### src/rtl/core/sia_pkg.sv
// Shared types and constants for the signed integer ALU core.
// No dependencies; imported by every module under rtl/core.
package sia_pkg;

    localparam int DefaultWidth = 64;
    localparam int FieldWidth   = 64;
    localparam int OpWidth      = 3;

    typedef enum logic [OpWidth-1:0] {
        OP_ADD = 3'd0,
        OP_SUB = 3'd1,
        OP_MUL = 3'd2,
        OP_DIV = 3'd3,
        OP_MOD = 3'd4,
        OP_NEG = 3'd5,
        OP_NOP6 = 3'd6,
        OP_NOP7 = 3'd7
    } t_op;

    // Control that travels with an item down the cell chain.
    typedef struct packed {
        logic valid;
        t_op  op;
        logic an;
        logic bn;
        logic lt;
        logic eq;
        logic gt;
        logic dz;
    } t_ctl;

endpackage

### src/rtl/core/sia_cell.sv
// One cell of the ALU chain: one restoring-divide step and one multiply
// partial-product step per cycle while i_en is high. Depends on sia_pkg.
module sia_cell #(
    parameter int WIDTH = sia_pkg::DefaultWidth,
    parameter int IDX   = 0
) (
    input  logic                 i_clk,
    input  logic                 i_rst_n,
    input  logic                 i_en,
    input  sia_pkg::t_ctl        i_ctl,
    input  logic [WIDTH-1:0]     i_a,
    input  logic [WIDTH-1:0]     i_b,
    input  logic [WIDTH-1:0]     i_rem,
    input  logic [WIDTH-1:0]     i_quo,
    input  logic [WIDTH-1:0]     i_prod,
    output sia_pkg::t_ctl        o_ctl,
    output logic [WIDTH-1:0]     o_a,
    output logic [WIDTH-1:0]     o_b,
    output logic [WIDTH-1:0]     o_rem,
    output logic [WIDTH-1:0]     o_quo,
    output logic [WIDTH-1:0]     o_prod
);
    import sia_pkg::*;

    logic [WIDTH:0]   n_trial;
    logic [WIDTH:0]   n_shift;
    logic [WIDTH-1:0] n_rem;
    logic [WIDTH-1:0] n_quo;
    logic [WIDTH-1:0] n_prod;

    // i_a holds the dividend magnitude being shifted out, i_b the divisor
    // magnitude; the multiply works on the same two magnitudes.
    always_comb begin
        n_shift = {i_rem, i_a[WIDTH-1-IDX]};
        n_trial = n_shift - {1'b0, i_b};
        if (!n_trial[WIDTH]) begin
            n_rem = n_trial[WIDTH-1:0];
            n_quo = {i_quo[WIDTH-2:0], 1'b1};
        end else begin
            n_rem = n_shift[WIDTH-1:0];
            n_quo = {i_quo[WIDTH-2:0], 1'b0};
        end
        // Multiply of magnitudes, one bit of the multiplier per cell.
        n_prod = i_prod + (i_a[IDX] ? (i_b << IDX) : '0);
    end

    // Pipeline registers handing data to the next cell.
    always_ff @(posedge i_clk) begin
        if (!i_rst_n) begin
            o_ctl.valid <= 1'b0;
        end else if (i_en) begin
            o_ctl.valid <= i_ctl.valid;
        end
        if (i_en) begin
            o_ctl.op <= i_ctl.op;
            o_ctl.an <= i_ctl.an;
            o_ctl.bn <= i_ctl.bn;
            o_ctl.lt <= i_ctl.lt;
            o_ctl.eq <= i_ctl.eq;
            o_ctl.gt <= i_ctl.gt;
            o_ctl.dz <= i_ctl.dz;
            o_a      <= i_a;
            o_b      <= i_b;
            o_rem    <= n_rem;
            o_quo    <= n_quo;
            o_prod   <= n_prod;
        end
    end

endmodule

### config.mk
export PLATFORM = sky130hd
export DESIGN_NAME = sia_cell
export DESIGN_NICKNAME = d
export VERILOG_FILES = /design/src/rtl/core/sia_pkg.sv /design/src/rtl/core/sia_cell.sv
export SDC_FILE = /design/constraint.sdc
export NUM_CORES = 1
export LEC_CHECK = 0
export BUFFER_PORTS_ARGS = -buffer_cell sky130_fd_sc_hd__buf_2
export CAP_MARGIN = 10
export CORE_AREA = 5 5 254 256
export CTS_BUF_LIST = sky130_fd_sc_hd__clkbuf_4
export DETAILED_ROUTE_END_ITERATION = 10
export DIE_AREA = 0 0 259 261
export GPL_ROUTABILITY_DRIVEN = 0
export SLEW_MARGIN = 0
export SYNTH_ARGS = -nofsm -noshare
export SYNTH_HDL_FRONTEND = slang
export SYNTH_SLANG_ARGS = --single-unit
export TNS_END_PERCENT = 1
### constraint.sdc
create_clock -name i_clk -period 7.5 [get_ports i_clk]
set_input_delay 1.5 -clock i_clk [delete_from_list [all_inputs] [get_ports i_clk]]
set_output_delay 1.5 -clock i_clk [all_outputs]
set_load 0.02 [all_outputs]
==> results of run 1 <==
state kept, by name, indices dropped and copies added, names as in the netlist:
register and count:
o_rem 64, o_ctl 10, o_a 64, o_b 64
o_prod 64, o_quo 64
worst min-delay path by stage:
| stage | from | to | cells past startpoint |
|---|---|---|---|
| finish | o_ctl[9] | o_ctl[9] | 2 |
| CTS | o_ctl[9] | o_ctl[9] | 2 |
| floorplan | o_ctl[9] | o_ctl[9] | 2 |
| detailed placement | o_ctl[9] | o_ctl[9] | 2 |
| global placement | o_ctl[9] | o_ctl[9] | 2 |
| global route | o_ctl[9] | o_ctl[9] | 2 |
through the flow:
stage / setup WS, ns / hold slack (ns) / utilization, % / power, mW
floorplan: 2.937 / 0.5893 / - / 3.264
global placement: 1.911 / 0.5080 / 37.01 / 3.829
detailed placement: 1.874 / 0.5298 / 37.01 / 3.844
CTS: 2.819 / 0.5401 / 38.73 / 5.427
global route: 2.450 / 0.5807 / 38.78 / 5.653
finish: 2.609 / 0.5379 / 38.79 / 5.341
layout make-up:
cell class	instances	area [um^2]	share of cell area, %
Inverter	105	394.1	1.632
Antenna cell	15	37.54	0.1554
Clock inverter	25	130.1	0.5387
Clock buffer	125	938.4	3.885
Multi-Input combinational cell	1241	8280	34.28
Timing Repair Buffer	671	3418	14.15
Sequential cell	330	9899	40.98
Tap cell	846	1059	4.382
cells in the mapped netlist (8+ instances only):
| cell type | count | area, um^2 |
|---|---|---|
| xnor2_1 | 75 | 656.9 |
| o21ai_1 | 18 | 90.09 |
| nand2b_1 | 12 | 75.07 |
| ha_1 | 127 | 1589 |
| o21ai_0 | 135 | 675.7 |
| xor2_1 | 43 | 376.6 |
| nand2_1 | 166 | 623.1 |
| a21o_1 | 65 | 488.0 |
| nor2_1 | 75 | 281.5 |
| nand3_1 | 21 | 105.1 |
| a211oi_1 | 12 | 90.09 |
| edfxtp_1 | 329 | 9879 |
| clkbuf_1 | 60 | 225.2 |
| inv_1 | 105 | 394.1 |
| o21bai_1 | 27 | 202.7 |
| a31oi_1 | 13 | 81.33 |
| nor2b_1 | 12 | 75.07 |
| nor3_1 | 32 | 160.2 |
| o21a_1 | 20 | 150.1 |
| nand4_1 | 32 | 200.2 |
| o31ai_1 | 8 | 60.06 |
| and2_1 | 71 | 444.2 |
| or3_1 | 10 | 62.56 |
| and3_1 | 13 | 81.33 |
| a21oi_1 | 157 | 785.8 |
kinds of logic after synthesis:
logic type | share of synthesized area [%]
AOI/OAI and AO/OA | 17.62
and+or+nand+nor | 11.99
DFF | 52.54
buffers and inverters | 3.566
adders and majority gates | 8.645
xor gates and xnor gates | 5.485
muxes | 0.1660
power groups by stage:
stage	combinational, mW	clock (mW)	sequential, mW
detailed placement	1.47	0	2.37
global route	1.59	1.71	2.35
floorplan	0.624	0	2.64
CTS	1.48	1.61	2.34
global placement	1.46	0	2.37
finish	1.47	1.53	2.34
tightest hold or removal path, stage by stage (launching register included):
cell and delay [ns]:
dfxtp_1 0.34, mux2i_1 0.07, nor2b_1 0.09
routing by layer:
layer / up-vias / part of all wire [%] / global-route usage, %
met1: 7836 / 41 / 24.16
met2: 739 / 49 / 31.58
met5: - / 0.019 / 0
li1: 7903 / - / -
met4: 2 / 3.2 / 8.588
met3: 131 / 6.8 / 3.924
==> impl_metrics.yaml, run 1 <==
cts:
  cts-buffers-inserted: 91
  cts_htree_levels: 3
  cts-root-to-sink-buffers: 3
  cts_hold_repair.buffers: 0
  cts_setup_buffers: 0
  cts_tree: "built"
  worst_path_clk_slew_ns: 0.07
  ctsRootBufferMaster: "clkbuf_4"
  clock_latency_at_the_later_pin_of_the_worst_skew_pair_ns: 0.76
  cts.repair.resized: 0
  total_number_of_clock_tree_sinks: 330
sta:
  finalSetupViolCount: 0
  period_share_pct: 65.21
  finalMaxSlewViolations: 0
  fmax_ghz: 0.2045
  finClkSkew_ns: 0
  rsz_0062_raised_after_global_routing: "no"
  max_slew_headroom_at_the_worst_pin_pct: 33.87
  worst_pin_slew_ns: 0.9872
  final_hold_viol_count: 0
  final_period_demand_of_the_worst_path_ns: 4.891
  timing.setup.tns_ns: 0
floorplanning:
  die_w_um: 259
  design.die.area_um2: 67600
  io_pins: 663
  core_um2: 62270
  die_height_um: 261
  initial_utilization_pct: 30.26
  core.rowCount: 92
detailed_routing:
  antenna_left: 0
  vias: 16611
  initial_drt_markers: 1153
  routed_wl_um: 68780
  avgRoutedWirePerCell_um: 20.48
  drt_drc_violations_left: 0
  via_count_normalized_by_instance_count: 4.947
  drt_pass1_iterations: 5
pwr:
  p_int_mw: 3.563
  power.ir.vdd_worst_uv: 87.70
  share_clk_of_total_power_pct: 28.7
  seq_power_share_pct: 43.7
  cellLeakagePower_nw: 10.82
  net-switching-power_mw: 1.778
  pwr_density_cell_nw_per_um2: 221.1
  p_sw_share_pct: 33.29
  comb_power_share_pct: 27.6
layout:
  stdcell_count: 3358
  fillerInstances: 6273
  layout_common_cells: "660 x buf_2, 329 x edfxtp_1, 166 x nand2_1, 157 x a21oi_1, 135 x o21ai_0"
  final_nets: 2902
  final_design_area_no_fill_um2: 24160
  area_growth_syn_to_layout_pct: 28.20
  post_route_cells_drive_above_1_share_pct: 33.48
  most_common_cell_after_layout_fill_and_taps_aside: "buf_2"
setup_path:
  crit_path_max_fanout: 65
  critical_path.n_buffers_inverters: 1
  timing.rr.end: "o_ctl[9]"
  regToRegStartpoint: "o_ctl[9]"
  timing.setup.critical_path_class: "in -> reg"
  critical_path_required_ns: 8.02
  cells_along_the_critical_path: "buf_2 -> and2_1 -> ha_1 -> fa_1 -> a211oi_1 -> o21ai_0 -> nand3_1 -> a211oi_1 -> o211ai_1 -> nand3_1 -> a21oi_1 -> o21ai_0 -> a21boi_0 -> xnor2_1"
  timing.critical_path.slowest_stage_cell: "a21oi_1"
  worst_ep_arrival_time_ns: 5.41
  reg2reg_depth: 2
  crit_cells: 14
  timing.critical_path.max_delay_family: "compound AO/OA/AOI/OAI gates"
  crit_path_launch_type: "primary input"
  launching_instance_or_port_of_the_critical_path: "i_a[0]"
  max_stage_delay_ns: 0.44
  r2r_slack_ns: 6.89
  category_of_the_worst_setup_path_capture_point: "flop"
  crit_path_end: "o_prod[54]"
global_route:
  grt_overflow: 0
  first_global_vias: 16385
  track_usage_pct: 19.06
  grt_antenna_before_repair: 17
  grt_start_max_net_pins: 115
  grt_pass1_wl_um: 99590
placed_design:
  port_buffers: 661
  placed_area_um2: 23050
  place_inst: 3193
  detailed_place_hpwl_um: 55630
synthesis:
  post_synth_inst_count: 1744
  yosysSeqAreaShare_pct: 52.54
  async_flop_share_pct: 0
  yosys.cell_types.count: 76
  yosys_warnings: 0
  synth_ff_type: "edfxtp_1"
  synth_edf_count: 329
  flops_latches_synth: 330
  post_syn_nets: 2206
  syn_area_per_cell_um2: 10.80
  syn_area_um2: 18840
outcome:
  result_of_the_run: "finished clean"
job:
  drv_cap: 0
worst_hold_path:
  min_path_type: "reg -> reg"
Power figures use the tool's default switching activity.
==> run 2: changes to the inputs <==
Clock period 7.5 ns to 5.09 ns, I/O delays scaled along.
==> run 2 against run 1 <==
  * Sequential share of layout area shrank 0.23 points
  * Sequential cell count is the same
  * Clock power grew 58%
  * Die area is the same
  * Largest power group unchanged
  * Clock skew is the same
  * Utilization grew 0.22 points
  * Non-clock buffer count grew 1
  * Via count grew 1.3%
==> impl_metrics.yaml, run 2 (synthesis gave the netlist of run 1 again) <==
setup_path:
  critical_path.n_buffers_inverters: 1
  crit_path_launch_type: "primary input"
  category_of_the_worst_setup_path_capture_point: "flop"
  crit_path_max_fanout: 4
  worst_ep_arrival_time_ns: 4.48
  r2r_slack_ns: 4.49
  timing.setup.critical_path_class: "in -> reg"
  max_stage_delay_ns: 0.44
  crit_path_end: "o_prod[54]"
  cells_along_the_critical_path: "buf_2 -> and2_1 -> ha_1 -> fa_1 -> a211oi_1 -> o21ai_0 -> nand3_1 -> a211oi_1 -> o211ai_1 -> nand3_1 -> a21oi_1 -> o21ai_0 -> a21boi_0 -> xnor2_1"
  regToRegStartpoint: "o_ctl[9]"
  critical_path_required_ns: 5.64
  timing.rr.end: "o_ctl[9]"
  crit_cells: 14
  timing.critical_path.slowest_stage_cell: "fa_1"
  reg2reg_depth: 2
  launching_instance_or_port_of_the_critical_path: "i_b[0]"
  timing.critical_path.max_delay_family: "compound AO/OA/AOI/OAI gates"
detailed_routing:
  routed_wl_um: 69020
  antenna_left: 0
  avgRoutedWirePerCell_um: 20.47
  initial_drt_markers: 1260
  drt_pass1_iterations: 8
  drt_drc_violations_left: 0
  via_count_normalized_by_instance_count: 4.989
  vias: 16822
cts:
  total_number_of_clock_tree_sinks: 330
  cts-root-to-sink-buffers: 3
  cts_hold_repair.buffers: 0
  ctsRootBufferMaster: "clkbuf_4"
  cts_htree_levels: 3
  cts_setup_buffers: 0
  cts-buffers-inserted: 92
  clock_latency_at_the_later_pin_of_the_worst_skew_pair_ns: 0.75
  cts_tree: "built"
  cts.repair.resized: 0
  worst_path_clk_slew_ns: 0.06
sta:
  finalSetupViolCount: 0
  finClkSkew_ns: 0
  period_share_pct: 77.19
  worst_pin_slew_ns: 1.054
  fmax_ghz: 0.2545
  max_slew_headroom_at_the_worst_pin_pct: 27.88
  finalMaxSlewViolations: 0
  final_period_demand_of_the_worst_path_ns: 3.929
  timing.setup.tns_ns: 0
  final_hold_viol_count: 0
  rsz_0062_raised_after_global_routing: "no"
pwr:
  pwr_density_cell_nw_per_um2: 330.6
  cellLeakagePower_nw: 10.89
  power.ir.vdd_worst_uv: 172.8
global_route:
  first_global_vias: 16521
  grt_start_max_net_pins: 105
  grt_pass1_wl_um: 98840
  grt_overflow: 0
  grt_antenna_before_repair: 19
  track_usage_pct: 18.97
job:
  drv_cap: 0
floorplanning:
  core_um2: 62270
  design.die.area_um2: 67600
  core.rowCount: 92
  initial_utilization_pct: 30.26
  die_height_um: 261
  io_pins: 663
  die_w_um: 259
outcome:
  result_of_the_run: "finished clean"
placed_design:
  port_buffers: 661
  place_inst: 3194
  detailed_place_hpwl_um: 55560
layout:
  stdcell_count: 3372
  post_route_cells_drive_above_1_share_pct: 33.57
  final_nets: 2904
  layout_common_cells: "660 x buf_2, 329 x edfxtp_1, 166 x nand2_1, 157 x a21oi_1, 135 x o21ai_0"
  area_growth_syn_to_layout_pct: 28.94
  most_common_cell_after_layout_fill_and_taps_aside: "buf_2"
worst_hold_path:
  min_path_type: "in -> reg"
-- run 2: through the flow --
step	util (%)	worst slack, ns	hold slack, ns	total power [mW]	area (um^2)
global route	39.00	0.9940	0.2249	8.481	24290
finish	39.01	1.161	0.3507	8.033	24300
CTS	38.94	1.322	0.2013	8.154	24250
floorplan	-	1.009	0.5893	4.809	18840
detailed placement	37.07	0.3471	0.5272	5.667	23080
global placement	37.07	0.4561	0.5074	5.646	23080
-- run 2: layout make-up --
cell class	instances	area [um^2]
Antenna cell	18	45.04
Clock buffer	132	991.0
Clock inverter	28	176.4
Fill cell	6232	37980
Inverter	105	394.1
Multi-Input combinational cell	1241	8280
Sequential cell	330	9899
Tap cell	846	1059
Timing Repair Buffer	672	3451
-- run 2: report_power, final --
part,total [mW],switching [mW],internal (mW)
Combinational,2.18,1.43,0.752
Sequential,3.44,0.0765,3.36
Clock,2.42,1.16,1.25
-- run 2: worst min path at each step --
stage	from	endpoint	slack [ns]	cells after the start
after detailed placement	o_ctl[9]	o_ctl[9]	0.53	2
after CTS	i_quo[21]	o_quo[22]	0.20	1
final	i_ctl[1]	o_ctl[1]	0.35	1
after global routing	i_quo[30]	o_quo[31]	0.22	1
after floorplan	o_ctl[9]	o_ctl[9]	0.59	2
after global placement	o_ctl[9]	o_ctl[9]	0.51	2
-- run 2: per-layer routing --
| metal | track usage (%) | vias up | share of wire [%] |
|---|---|---|---|
| li1 | - | 7928 | - |
| met1 | 23.70 | 7978 | 41 |
| met2 | 31.37 | 803 | 48 |
| met3 | 4.503 | 111 | 7.7 |
| met4 | 8.647 | 2 | 3.3 |
| met5 | 0 | - | 0.019 |
-- run 2: worst reg2reg max path: stages, from the launching register on --
cell,delay [ns]
dfxtp_1,0.31
mux2i_1,0.12
nor2b_1,0.06
==> run 3: changes to the inputs <==
Settings changed: ABC_AREA set to 1.
Clock period 5.09 ns to 3.57 ns, I/O delays scaled along.
==> run 3 against run 2 <==
  * Synthesized cell count up 75%
  * Total power is 51% higher
  * Global-route usage rose by 8.8 points
  * Routed wire length grew 43%
  * Sequential power grew 42%
  * Area after synthesis rose by 19%
  * Combinational power increased by 69%
==> impl_metrics.yaml, run 3 <==
cts:
  cts_htree_levels: 3
  cts-root-to-sink-buffers: 3
  cts-buffers-inserted: 94
  clock_latency_at_the_later_pin_of_the_worst_skew_pair_ns: 0.82
  ctsRootBufferMaster: "clkbuf_4"
  worst_path_clk_slew_ns: 0.06
  cts.repair.resized: 0
  cts_tree: "built"
  total_number_of_clock_tree_sinks: 330
synthesis:
  synthAdderAreaFrac_pct: 7.250
  synth_top_area_share_pct: 43.97
  synth_ff_type: "edfxtp_1"
  yosysSeqAreaShare_pct: 44.06
  syn_area_um2: 22470
  synth.top_cells.by_area: "edfxtp_1 44%, nand2_1 19%, inv_1 10%"
  synth_commonest_cells: "1134 x nand2_1, 616 x inv_1, 329 x edfxtp_1, 267 x nor2_1, 154 x a21oi_1"
  post_synth_inst_count: 3046
  yosys_warnings: 0
  synth-compound-area-share_pct: 6.042
  async_flop_share_pct: 0
  synth_top_family_by_area: "simple AND/OR/NAND/NOR gates"
  yosys.cell_count.top_type: "nand2_1"
  post_syn_nets: 3508
  synthSimpleGateAreaFrac_pct: 28.96
  syn_area_per_cell_um2: 7.377
  synthDominantAreaCellType: "edfxtp_1"
  flops_latches_synth: 330
  yosys.cell_types.count: 38
  synth_xor_area_share_pct: 2.573
  synth_edf_count: 329
  synth.area.mux_share_pct: 0
setup_path:
  regToRegStartpoint: "o_ctl[9]"
  crit_path_max_fanout: 27
  reg2reg_depth: 2
  timing.rr.end: "o_ctl[9]"
  worst_ep_arrival_time_ns: 3.60
  r2r_slack_ns: 2.95
  category_of_the_worst_setup_path_capture_point: "flop"
  crit_path_launch_type: "primary input"
  critical_path_required_ns: 4.24
  timing.setup.critical_path_class: "in -> reg"
layout:
  fillerInstances: 6366
  area_growth_syn_to_layout_pct: 31.94
  most_common_cell_after_layout_fill_and_taps_aside: "nand2_1"
  post_route_cells_drive_above_1_share_pct: 22.27
  final_nets: 4423
  layout_common_cells: "1134 x nand2_1, 660 x buf_2, 616 x inv_1, 329 x edfxtp_1, 267 x nor2_1"
  final_design_area_no_fill_um2: 29650
job:
  drv_cap: 0
global_route:
  first_global_vias: 22992
  grtUsageMet3_pct: 4.888
  grt_overflow: 0
  most_used_layer_global_route: "met2"
  grt_start_max_net_pins: 90
  gr-usage-met2_pct: 51.54
  track_usage_pct: 27.75
  grt_pass1_wl_um: 139400
  groute.layer.met1.usage_pct: 29.63
  grt_antenna_before_repair: 16
pwr:
  p_int_mw: 7.674
  share_clk_of_total_power_pct: 29.1
  seq_power_share_pct: 40.4
  power.ir.vdd_worst_uv: 187.2
  pwr_density_cell_nw_per_um2: 409.0
  comb_power_share_pct: 30.4
  cellLeakagePower_nw: 15.84
  p_sw_share_pct: 36.71
  net-switching-power_mw: 4.451
floorplanning:
  core.rowCount: 92
  die_w_um: 259
  design.die.area_um2: 67600
  core_um2: 62270
  die_height_um: 261
  io_pins: 663
  initial_utilization_pct: 36.08
worst_hold_path:
  min_path_type: "in -> reg"
  holdPathStages: 1
  timing.hold.worst.start: "i_b[58]"
  worst_hold_path.endpoint: "o_b[58]"
sta:
  final_hold_viol_count: 0
  timing.setup.tns_ns: 0
  rsz_0062_raised_after_global_routing: "no"
  max_slew_headroom_at_the_worst_pin_pct: 45.47
  finalSetupViolCount: 0
  final_period_demand_of_the_worst_path_ns: 2.928
  finalMaxSlewViolations: 0
  finClkSkew_ns: 0
  period_share_pct: 82.01
  worst_pin_slew_ns: 0.8180
  fmax_ghz: 0.3416
detailed_routing:
  initial_drt_markers: 1750
  vias: 23269
  via_count_normalized_by_instance_count: 4.758
  routed_wl_um: 98480
  antenna_left: 0
  avgRoutedWirePerCell_um: 20.13
  drt_pass1_iterations: 6
  drt_drc_violations_left: 0
placed_design:
  detailed_place_hpwl_um: 80790
  port_buffers: 661
  placed_area_um2: 27150
outcome:
  result_of_the_run: "finished clean"
## run 3: critical path, stage by stage
cell,delay (ns)
dlygate4sd3_1,0.53
buf_2,0.16
inv_1,0.09
ha_1,0.38
nand2_1,0.12
nor2_2,0.15
nand3_1,0.10
nand2_2,0.09
nand2_1,0.07
nand2_2,0.11
nand2_1,0.08
nand2_2,0.10
nand2_2,0.07
nand2_1,0.08
nand2_1,0.06
nand2_2,0.09
buf_4,0.37
nand2_1,0.11
nand2_1,0.07
## run 3: cell type report
| cell class | count | area (um^2) | share of cell area (%) |
|---|---|---|---|
| multi-input cells | 2075 | 10070 | 33.97 |
| flip-flops and latches | 330 | 9899 | 33.39 |
| repair buffers | 839 | 5092 | 17.18 |
| inverters | 621 | 2331 | 7.862 |
| well taps | 846 | 1059 | 3.570 |
| clock buffers | 131 | 983.4 | 3.317 |
| clock inverters | 40 | 187.7 | 0.6330 |
| diodes | 9 | 22.52 | 0.07597 |
## run 3: cell families after synthesis
group | Yosys count
flip-flops | 330
adder cells (fa/ha/maj) | 129
AO/OA/AOI/OAI | 255
buffers and inverters | 641
XOR/XNOR | 66
AND/OR/NAND/NOR | 1625
## run 3: what timing repair did
| action | in CTS | in global routing |
|---|---|---|
| endpoints found under the hold margin | 130 | 0 |
| setup buffers | 0 | 0 |
| setup endpoints to repair | 0 | 0 |
| hold buffers | 130 | 0 |
## run 3: per-stage QoR
stage	hold slack [ns]	util [%]	power [mW]	instances	setup slack (ns)
after floorplan	0.6055	-	7.028	3046	0.6404
after detailed placement	0.5386	43.60	8.523	4581	0.2083
final	0.1004	47.61	12.13	4891	0.6422
after CTS	0.004341	47.57	12.22	4882	0.7746
after global routing	0.01958	47.60	12.79	4890	0.4971
after global placement	0.5313	43.60	8.500	4581	0.2586
## run 3: power groups by stage
stage | sequential [mW] | combinational [mW] | clock [mW]
after floorplan | 5.50 | 1.53 | 0
after global placement | 4.98 | 3.52 | 0
after detailed placement | 4.98 | 3.54 | 0
after CTS | 4.90 | 3.67 | 3.64
after global routing | 4.93 | 3.98 | 3.88
final | 4.90 | 3.69 | 3.53
## run 3: how the worst max path moves through the flow
stage | from | end | cells after the start
after floorplan | i_a[0] | o_prod[60] | 15
after global placement | i_a[63] | o_rem[40] | 20
after detailed placement | i_a[63] | o_rem[40] | 20
after CTS | i_b[5] | o_rem[47] | 19
after global routing | i_b[5] | o_rem[47] | 19
final | i_b[5] | o_rem[47] | 19
## run 3: per-layer routing
layer,part of all wire [%],wire length [um],vias up
li1,-,-,11453
met2,52,50810,822
met1,36,35400,10742
met4,6.0,5882,10
met3,6.4,6320,242
met5,0.075,74,-
